`src/rtl/pcmswc_pkg.sv`:
```
`timescale 1ns / 1ps
// ---------------------------------------------------------------------------
// PCM sample width and channel converter package
// Register map, reset values and the default channel limit.
// ---------------------------------------------------------------------------
package pcmswc_pkg;

  localparam int unsigned MaxChannelsDefault = 8;

  // Register indexes, taken from paddr[4:2].
  localparam logic [2:0] RegInSampleBytes  = 3'd0;
  localparam logic [2:0] RegOutSampleBytes = 3'd1;
  localparam logic [2:0] RegInChannels     = 3'd2;
  localparam logic [2:0] RegOutChannels    = 3'd3;
  localparam logic [2:0] RegPacketBytes    = 3'd4;

  localparam logic [2:0]  InSampleBytesReset  = 3'd2;
  localparam logic [2:0]  OutSampleBytesReset = 3'd2;
  localparam logic [3:0]  InChannelsReset     = 4'd2;
  localparam logic [3:0]  OutChannelsReset    = 4'd2;
  localparam logic [15:0] PacketBytesReset    = 16'd4096;

  localparam logic [2:0] SampleBytesMax = 3'd4;

endpackage

```
`src/rtl/pcm_sample_width_channel_converter.sv`:
```
`timescale 1ns / 1ps
// ---------------------------------------------------------------------------
// PCM sample width and channel converter
// Converts interleaved signed PCM samples between byte widths and channel
// counts, and marks the frames that close an output packet.
// ---------------------------------------------------------------------------
// Usage:
// The input channel takes one raw sample per request (in_valid_i/in_stall_o).
// Each request yields zero results (dropped channel), one result, or, on the
// frame's last input channel, one result per remaining output channel. The
// output channel (out_valid_o/out_stall_i) carries one converted sample per
// request together with its channel index and run/packet markers.
// Inputs reach the output via the run and output registers. The block takes
// one input per cycle while the output does not stall and each request yields
// at most one result; a request with more results holds the input side while
// the run register emits them, one per cycle into the output register unless
// stalled. The output register parts the two sides, so a new input is taken
// in the same cycle the last result of the previous run moves to the output.
// When out_stall_i is high the output register holds; the run register
// then holds and in_stall_o rises once a run is pending. Reset clears the
// run and output valid flags, the channel index and the packet byte count,
// and restores the register reset values. The user must write registers via
// the APB-style port only while idle; the block does not enforce it.
// ---------------------------------------------------------------------------
module pcm_sample_width_channel_converter
  import pcmswc_pkg::*;
#(
  parameter int unsigned MAX_CHANNELS = MaxChannelsDefault
) (
  input  logic        clk_i,
  input  logic        rst_ni,
  // configuration port
  input  logic        psel,
  input  logic        penable,
  input  logic        pwrite,
  input  logic [4:0]  paddr,
  input  logic [31:0] pwdata,
  output logic [31:0] prdata,
  output logic        pready,
  // input channel
  input  logic        in_valid_i,
  output logic        in_stall_o,
  input  logic [31:0] in_sample_i,
  // output channel
  output logic        out_valid_o,
  input  logic        out_stall_i,
  output logic [31:0] out_sample_o,
  output logic [2:0]  out_channel_o,
  output logic        run_last_o,
  output logic        packet_last_o
);

  localparam int unsigned IdxW = (MAX_CHANNELS > 1) ? $clog2(MAX_CHANNELS) : 1;
  localparam int unsigned CntW = $clog2(MAX_CHANNELS + 1);

  // Configuration registers.
  logic [2:0]  in_bytes_q, out_bytes_q;
  logic [3:0]  in_ch_q, out_ch_q;
  logic [15:0] pkt_bytes_q;

  logic       cfg_wr;
  logic [2:0] cfg_idx;

  assign pready  = 1'b1;
  assign cfg_wr  = psel && penable && pwrite;
  assign cfg_idx = paddr[4:2];

  always_ff @(posedge clk_i or negedge rst_ni) begin
    if (!rst_ni) begin
      in_bytes_q  <= InSampleBytesReset;
      out_bytes_q <= OutSampleBytesReset;
      in_ch_q     <= InChannelsReset;
      out_ch_q    <= OutChannelsReset;
      pkt_bytes_q <= PacketBytesReset;
    end else if (cfg_wr) begin
      case (cfg_idx)
        RegInSampleBytes:  in_bytes_q  <= pwdata[2:0];
        RegOutSampleBytes: out_bytes_q <= pwdata[2:0];
        RegInChannels:     in_ch_q     <= pwdata[3:0];
        RegOutChannels:    out_ch_q    <= pwdata[3:0];
        RegPacketBytes:    pkt_bytes_q <= pwdata[15:0];
        default: ;
      endcase
    end
  end

  always_comb begin
    case (cfg_idx)
      RegInSampleBytes:  prdata = 32'(in_bytes_q);
      RegOutSampleBytes: prdata = 32'(out_bytes_q);
      RegInChannels:     prdata = 32'(in_ch_q);
      RegOutChannels:    prdata = 32'(out_ch_q);
      RegPacketBytes:    prdata = 32'(pkt_bytes_q);
      default:           prdata = 32'd0;
    endcase
  end

  // Effective settings with out-of-range values folded into range.
  logic [2:0]      ib, ob;
  logic [CntW-1:0] ic, oc;
  logic [15:0]     pb;

  always_comb begin
    ib = (in_bytes_q == 3'd0) ? 3'd1 :
         (in_bytes_q > SampleBytesMax) ? SampleBytesMax : in_bytes_q;
    ob = (out_bytes_q == 3'd0) ? 3'd1 :
         (out_bytes_q > SampleBytesMax) ? SampleBytesMax : out_bytes_q;
    ic = (in_ch_q == 4'd0) ? CntW'(1) :
         (32'(in_ch_q) > MAX_CHANNELS) ? CntW'(MAX_CHANNELS) : CntW'(in_ch_q);
    oc = (out_ch_q == 4'd0) ? CntW'(1) :
         (32'(out_ch_q) > MAX_CHANNELS) ? CntW'(MAX_CHANNELS) : CntW'(out_ch_q);
    pb = (pkt_bytes_q == 16'd0) ? 16'd1 : pkt_bytes_q;
  end

  // Step state.
  logic [IdxW-1:0] in_idx_q, in_idx_d;
  logic [16:0]     pkt_cnt_q, pkt_cnt_d;

  // Run register: one accepted item that still has results to emit.
  logic            run_valid_q, run_valid_d;
  logic [31:0]     run_sample_q, run_sample_d;
  logic [IdxW-1:0] run_ch_q, run_ch_d;
  logic [IdxW-1:0] run_end_q, run_end_d;
  logic            run_pkt_q, run_pkt_d;

  // Output register.
  logic        out_valid_q, out_valid_d;
  logic [31:0] out_sample_q;
  logic [2:0]  out_channel_q;
  logic        out_run_last_q, out_pkt_last_q;

  logic emit, run_done, in_accept;

  assign emit      = run_valid_q && (!out_valid_q || !out_stall_i);
  assign run_done  = emit && (run_ch_q == run_end_q);
  assign in_stall_o = run_valid_q && !run_done;
  assign in_accept = in_valid_i && !in_stall_o;

  // Per-item step logic.
  logic [IdxW-1:0] j, last_ch, oc_last;
  logic [CntW-1:0] ic_m1;
  logic            is_last_in, has_result, frame_done;
  logic [4:0]      up_sh, down_sh;
  logic [31:0]     aligned, converted;
  logic [16:0]     frame_bytes, cnt_sum;
  logic            pkt_close;

  always_comb begin
    j       = (CntW'(in_idx_q) >= ic) ? '0 : in_idx_q;
    ic_m1   = ic - CntW'(1);
    oc_last = IdxW'(oc - CntW'(1));
    is_last_in = (CntW'(j) == ic_m1);
    has_result = (CntW'(j) < oc);
    // The frame's last input channel also fills the channels it lacks.
    last_ch    = (is_last_in && (oc > ic)) ? oc_last : j;
    frame_done = has_result && (last_ch == oc_last);

    up_sh     = {2'(SampleBytesMax - ib), 3'b000};
    down_sh   = {2'(SampleBytesMax - ob), 3'b000};
    aligned   = in_sample_i << up_sh;
    converted = 32'($signed(aligned) >>> down_sh);

    frame_bytes = 17'(oc) * 17'(ob);
    cnt_sum     = pkt_cnt_q + frame_bytes;
    pkt_close   = frame_done && (cnt_sum >= 17'(pb));
  end

  always_comb begin
    in_idx_d     = in_idx_q;
    pkt_cnt_d    = pkt_cnt_q;
    run_valid_d  = run_valid_q;
    run_sample_d = run_sample_q;
    run_ch_d     = run_ch_q;
    run_end_d    = run_end_q;
    run_pkt_d    = run_pkt_q;

    if (run_done) begin
      run_valid_d = 1'b0;
    end else if (emit) begin
      run_ch_d = run_ch_q + IdxW'(1);
    end

    if (in_accept) begin
      in_idx_d = is_last_in ? '0 : j + IdxW'(1);
      if (frame_done) begin
        pkt_cnt_d = pkt_close ? 17'd0 : cnt_sum;
      end
      if (has_result) begin
        run_valid_d  = 1'b1;
        run_sample_d = converted;
        run_ch_d     = j;
        run_end_d    = last_ch;
        run_pkt_d    = pkt_close;
      end
    end
  end

  always_comb begin
    out_valid_d = out_valid_q;
    if (emit) begin
      out_valid_d = 1'b1;
    end else if (out_valid_q && !out_stall_i) begin
      out_valid_d = 1'b0;
    end
  end

  always_ff @(posedge clk_i or negedge rst_ni) begin
    if (!rst_ni) begin
      in_idx_q    <= '0;
      pkt_cnt_q   <= 17'd0;
      run_valid_q <= 1'b0;
      out_valid_q <= 1'b0;
    end else begin
      in_idx_q    <= in_idx_d;
      pkt_cnt_q   <= pkt_cnt_d;
      run_valid_q <= run_valid_d;
      out_valid_q <= out_valid_d;
    end
  end

  always_ff @(posedge clk_i) begin
    run_sample_q <= run_sample_d;
    run_ch_q     <= run_ch_d;
    run_end_q    <= run_end_d;
    run_pkt_q    <= run_pkt_d;
    if (emit) begin
      out_sample_q   <= run_sample_q;
      out_channel_q  <= 3'(run_ch_q);
      out_run_last_q <= (run_ch_q == run_end_q);
      out_pkt_last_q <= run_pkt_q && (run_ch_q == run_end_q);
    end
  end

  assign out_valid_o   = out_valid_q;
  assign out_sample_o  = out_sample_q;
  assign out_channel_o = out_channel_q;
  assign run_last_o    = out_run_last_q;
  assign packet_last_o = out_pkt_last_q;

  // The input side only waits on a pending run.
  a_stall_needs_run: assert property (@(posedge clk_i) disable iff (!rst_ni)
    in_stall_o |-> run_valid_q)
    else $error("input stalled without a pending run");

  // A pending run never steps past its final channel.
  a_run_in_range: assert property (@(posedge clk_i) disable iff (!rst_ni)
    run_valid_q |-> (run_ch_q <= run_end_q))
    else $error("run channel beyond its end");

  // A packet can close only on the final result of an item.
  a_pkt_on_run_last: assert property (@(posedge clk_i) disable iff (!rst_ni)
    (out_valid_o && packet_last_o) |-> run_last_o)
    else $error("packet_last without run_last");

  // Inside a run, results follow back to back on consecutive channels.
  a_run_continues: assert property (@(posedge clk_i) disable iff (!rst_ni)
    (out_valid_o && !out_stall_i && !run_last_o) |=>
      (out_valid_o && (out_channel_o == 3'($past(out_channel_o) + 3'd1))))
    else $error("run interrupted or channel skipped");

endmodule
```
`config.mk`:
```
export PLATFORM = sky130hd
export DESIGN_NAME = pcm_sample_width_channel_converter
export DESIGN_NICKNAME = d
export VERILOG_FILES = /design/src/rtl/pcmswc_pkg.sv /design/src/rtl/pcm_sample_width_channel_converter.sv
export SDC_FILE = /design/constraint.sdc
export NUM_CORES = 1
export LEC_CHECK = 0
export BUFFER_PORTS_ARGS = -buffer_cell sky130_fd_sc_hd__buf_4
export CAP_MARGIN = 20
export CORE_UTILIZATION = 50
export CTS_CLUSTER_DIAMETER = 150
export CTS_CLUSTER_SIZE = 25
export DETAILED_ROUTE_END_ITERATION = 10
export GPL_TIMING_DRIVEN = 0
export PLACE_DENSITY = 0.85
export SYNTH_ARGS = -nofsm -noshare
export SYNTH_HDL_FRONTEND = slang
export SYNTH_SLANG_ARGS = --single-unit
```
`constraint.sdc`:
```
create_clock -name clk_i -period 6 [get_ports clk_i]
set_input_delay 1.5 -clock clk_i [delete_from_list [all_inputs] [get_ports clk_i]]
set_output_delay 1.5 -clock clk_i [all_outputs]
set_load 0.1 [all_outputs]
```
==> run_summary.xml <==
<?xml version="1.0" encoding="UTF-8"?>
<metrics>
  <group name="clock_network">
    <metric name="worst_setup_hold_path_clk_slew" unit="ns">0.06</metric>
    <metric name="root_buffer_cell" unit="">clkbuf_16</metric>
    <metric name="cts_tree" unit="">done</metric>
    <metric name="cts_inserted_buffers" unit="">17</metric>
    <metric name="clock_path_buffers" unit="">2</metric>
    <metric name="clock_tree.htree_level_count" unit="">4</metric>
    <metric name="insertion_delay" unit="ns">0.43</metric>
    <metric name="clock-sinks" unit="">128</metric>
    <metric name="cts_hold_repair.buffers" unit="">0</metric>
  </group>
  <group name="critical_path">
    <metric name="cp_slowest_stage_delay" unit="ns">0.53</metric>
    <metric name="worst-setup-path-type" unit="">reg2reg</metric>
    <metric name="critical_path_buf_inv_count" unit="">4</metric>
    <metric name="worst_setup_start_kind" unit="">register</metric>
    <metric name="crit_fanout" unit="">10</metric>
    <metric name="critical_path_capture_point_type" unit="">register</metric>
    <metric name="critical_path_required" unit="ns">6.16</metric>
    <metric name="reg2regPathDepth" unit="">21</metric>
    <metric name="timing.critical_path.max_delay_family" unit="">adder cells</metric>
    <metric name="critical_path_cell_count" unit="">21</metric>
    <metric name="worst_ep_arrival_time" unit="ns">5.84</metric>
    <metric name="crit_path_top_delay_cell" unit="">fa_1</metric>
    <metric name="path_cells" unit="">clkbuf_2 &gt; nand2b_1 &gt; or2_2 &gt; fa_1 &gt; inv_1 &gt; fa_1 &gt; fa_2 &gt; a211oi_2 &gt; o21bai_1 &gt; a21oi_4 &gt; nor3_1 &gt; xnor2_1 &gt; ha_1 &gt; o21ai_0 &gt; o21ai_1 &gt; nor4_1 &gt; a21oi_1 &gt; nor4_2 &gt; buf_4 &gt; clkbuf_4 &gt; nor3_1</metric>
  </group>
  <group name="logic_synthesis">
    <metric name="ys_warn_count" unit="">0</metric>
    <metric name="syn_area_per_cell" unit="um2">10.3</metric>
    <metric name="netlist_instances" unit="">742</metric>
    <metric name="post_synth_edffs" unit="">73</metric>
    <metric name="ys_dominant_reg_cell" unit="">edfxtp_1</metric>
    <metric name="synth_cell_type_count" unit="">65</metric>
    <metric name="synth.yosys.seq_area_share" unit="%">46.7</metric>
    <metric name="netlist_area" unit="um2">7620</metric>
    <metric name="ys_seq_elements" unit="">128</metric>
    <metric name="async_flop_share" unit="%">40.6</metric>
  </group>
  <group name="cells_and_area">
    <metric name="syn_to_final_growth" unit="%">23.5</metric>
    <metric name="ff_latch_area" unit="um2">3560</metric>
    <metric name="layout.cells.most_common" unit="">buf_4</metric>
    <metric name="ant_cells" unit="">0</metric>
    <metric name="multiInputGateArea" unit="um2">3700</metric>
    <metric name="final_layout_size_suffix_gt1_share" unit="%">24.9</metric>
    <metric name="final_cell_mix" unit="">135 x buf_4, 100 x nand2_1, 73 x edfxtp_1</metric>
    <metric name="num-nets-final" unit="">1014</metric>
    <metric name="fillers" unit="">1153</metric>
  </group>
  <group name="sta">
    <metric name="worstMarginPinSlew" unit="ns">0.938</metric>
    <metric name="achievable-frequency" unit="MHz">176</metric>
    <metric name="timing.final.setup_violations" unit="">0</metric>
    <metric name="finClkSkew" unit="ns">0.0108</metric>
    <metric name="post-route-min-period" unit="ns">5.68</metric>
    <metric name="fin_crit_sh" unit="%">94.6</metric>
    <metric name="slew_headroom" unit="%">37.4</metric>
    <metric name="maxSlewViolCount" unit="">0</metric>
    <metric name="fin_ws" unit="ns">0.322</metric>
    <metric name="hold_viol_final" unit="">0</metric>
  </group>
  <group name="placement">
    <metric name="post-place-ws" unit="ns">-0.705</metric>
    <metric name="dp_hpwl" unit="mm">13.3</metric>
    <metric name="gp_congestion" unit="">0.910</metric>
    <metric name="io_buffers" unit="">112</metric>
  </group>
  <group name="drt">
    <metric name="routed-via-count" unit="">6277</metric>
    <metric name="tritonroute_pass_1_iters" unit="">9</metric>
    <metric name="drt_iter0_drc" unit="">570</metric>
    <metric name="routed_via_density" unit="">5.76</metric>
    <metric name="drc_violation_count_after_routing" unit="">10</metric>
    <metric name="detail-route-antenna-nets" unit="">0</metric>
    <metric name="drt-wirelength-per-cell" unit="um">17.2</metric>
    <metric name="routed_wl" unit="mm">18.8</metric>
  </group>
  <group name="global_routing">
    <metric name="globalRouteMet2Util" unit="%">40.9</metric>
    <metric name="antenna_found_initial" unit="">0</metric>
    <metric name="grt_util_all_layers" unit="%">24.6</metric>
    <metric name="top_usage_layer" unit="">met2</metric>
    <metric name="first_global_vias" unit="">6039</metric>
    <metric name="gr-usage-met1" unit="%">30.5</metric>
    <metric name="grt-ovfl-total" unit="">0</metric>
    <metric name="grt_max_degree" unit="">53</metric>
    <metric name="grtUsageMet3" unit="%">6.42</metric>
    <metric name="global_route_wire_length_before_repair" unit="mm">30.3</metric>
  </group>
  <group name="floorplan">
    <metric name="floorplan.initialDensity" unit="%">51.8</metric>
    <metric name="chipWidth" unit="um">125</metric>
    <metric name="die_h" unit="um">125</metric>
    <metric name="design.core.area" unit="um2">14700</metric>
    <metric name="num_io_pins" unit="">148</metric>
    <metric name="design.die.area" unit="um2">15700</metric>
    <metric name="rows" unit="">44</metric>
  </group>
  <group name="power">
    <metric name="power_density" unit="nW/um2">576</metric>
    <metric name="peakVddDrop" unit="mV">0.344</metric>
    <metric name="report.power.total" unit="mW">5.43</metric>
    <metric name="power.leakage" unit="nW">4.30</metric>
  </group>
  <group name="job">
    <metric name="timing.max_cap.violations" unit="">0</metric>
  </group>
  <group name="worst_hold_path">
    <metric name="timing.hold.worst_path_depth" unit="">0</metric>
    <metric name="min-delay-path-class" unit="">reg2reg</metric>
  </group>
  <group name="run_status">
    <metric name="violated_checks" unit="">design-rule violations</metric>
    <metric name="status" unit="">complete, but fails checks</metric>
  </group>
</metrics>
## cell usage after synthesis (all sizes together), types with 18 or more instances
cell type    n  share of area, %
inv         55               2.7
o21ai       58               4.0
buf         23               2.2
dfrtp       47                15
a21oi       30               2.0
clkbuf      27               1.3
xnor2       18               2.1
edfxtp      73                29
mux2        18               2.7
mux2i       31               4.1
nand2      100               4.9
nor2        35               1.7
ha          39               6.4
## final cells by class
| cell class | instances | share of cell area, % |
|---|---|---|
| Multi-Input combinational cell | 524 | 39.3 |
| Clock buffer | 17 | 4.52 |
| Tap cell | 184 | 2.45 |
| Sequential cell | 128 | 37.8 |
| Clock inverter | 15 | 1.46 |
| Inverter | 55 | 2.19 |
| Buffer | 48 | 2.86 |
| Timing Repair Buffer | 118 | 9.38 |
## worst reg2reg max path: cells and delay by family, from the launching register on
| family | cells | cell delay (ns) |
|---|---|---|
| compound gates | 6 | 1.04 |
| xor+xnor | 1 | 0.20 |
| fa+ha+maj | 4 | 1.76 |
| buf+inv | 4 | 0.72 |
| flops | 1 | 0.40 |
| simple gates | 6 | 1.31 |
## routing by layer
metal | vias to the layer above | wire [um]
met5 | - | 0
met4 | 0 | 438
met3 | 48 | 1700
met2 | 341 | 9110
met1 | 2943 | 7540
li1 | 2945 | -
## metrics by stage
step / instance area, um2 / utilization, % / hold slack, ns / instances / TNS, ns
detailed placement: 8750 / 59.5 / 0.405 / 1053 / -9.11
global placement: 8750 / 59.5 / 0.402 / 1053 / -8.48
finish: 9410 / 64.0 / 0.415 / 1089 / 0
global route: 9410 / 64.0 / 0.423 / 1089 / -0.0115
floorplan: 7680 / - / 0.400 / 757 / 0
CTS: 9330 / 63.5 / 0.418 / 1083 / 0
## registers in the layout (all words and copies together) (netlist names)
register / flops
in_bytes_q: 3
in_ch_q: 4
in_idx_q: 3
out_bytes_q: 3
out_ch_q: 4
out_channel_o: 3
out_sample_o: 32
out_valid_o: 1
packet_last_o: 1
pkt_bytes_q: 16
pkt_cnt_q: 17
run_ch_q: 3
run_end_q: 3
run_last_o: 1
run_pkt_q: 1
run_sample_q: 32
run_valid_q: 1
## report_power, final
part	switching, mW	total [mW]	internal, mW
sequential	0.162	1.50	1.33
combinational	2.03	2.95	0.919
clock	0.405	0.977	0.573
total	2.60	5.43	2.83
## logic make-up (layout without fill, tap and decap cells)
family	Yosys count	after routing	share of synthesized area (%)
xor gates and xnor gates	26	26	2.99
and+or+nand+nor	213	213	13.3
other	2	17	0.0986
buffers and inverters	105	253	6.19
adders and majority gates	46	46	8.24
DFF	128	128	46.7
AOI/OAI and AO/OA	172	172	15.5
muxes	50	50	7.03
## final timing paths
| check | slack [ns] | from | end |
|---|---|---|---|
| min in group asynchronous | 1.12 | rst_ni | pkt_cnt_q[11]$_DFFE_PN0P_ |
| worst min register to register | 0.42 | run_sample_q[15]$_DFFE_PP_ | out_sample_o[15]$_DFFE_PP_ |
| max in group asynchronous | 4.43 | rst_ni | pkt_bytes_q[1]$_DFFE_PN0P_ |
| worst max-delay path | 0.32 | out_bytes_q[2]$_DFFE_PN0P_ | run_pkt_q$_DFFE_PP_ |
| worst max register to register | 0.32 | out_bytes_q[2]$_DFFE_PN0P_ | run_pkt_q$_DFFE_PP_ |
| worst min-delay path | 0.42 | run_sample_q[15]$_DFFE_PP_ | out_sample_o[15]$_DFFE_PP_ |
## repair_timing
| item | 4_1_cts | 5_1_grt |
|---|---|---|
| gates cloned | 0 | 0 |
| endpoints found under the setup margin | 17 | 17 |
| pin swaps | 0 | 2 |
| buffers inserted | 0 | 5 |
| resized for setup | 8 | 14 |
Power figures use the tool's default switching activity.
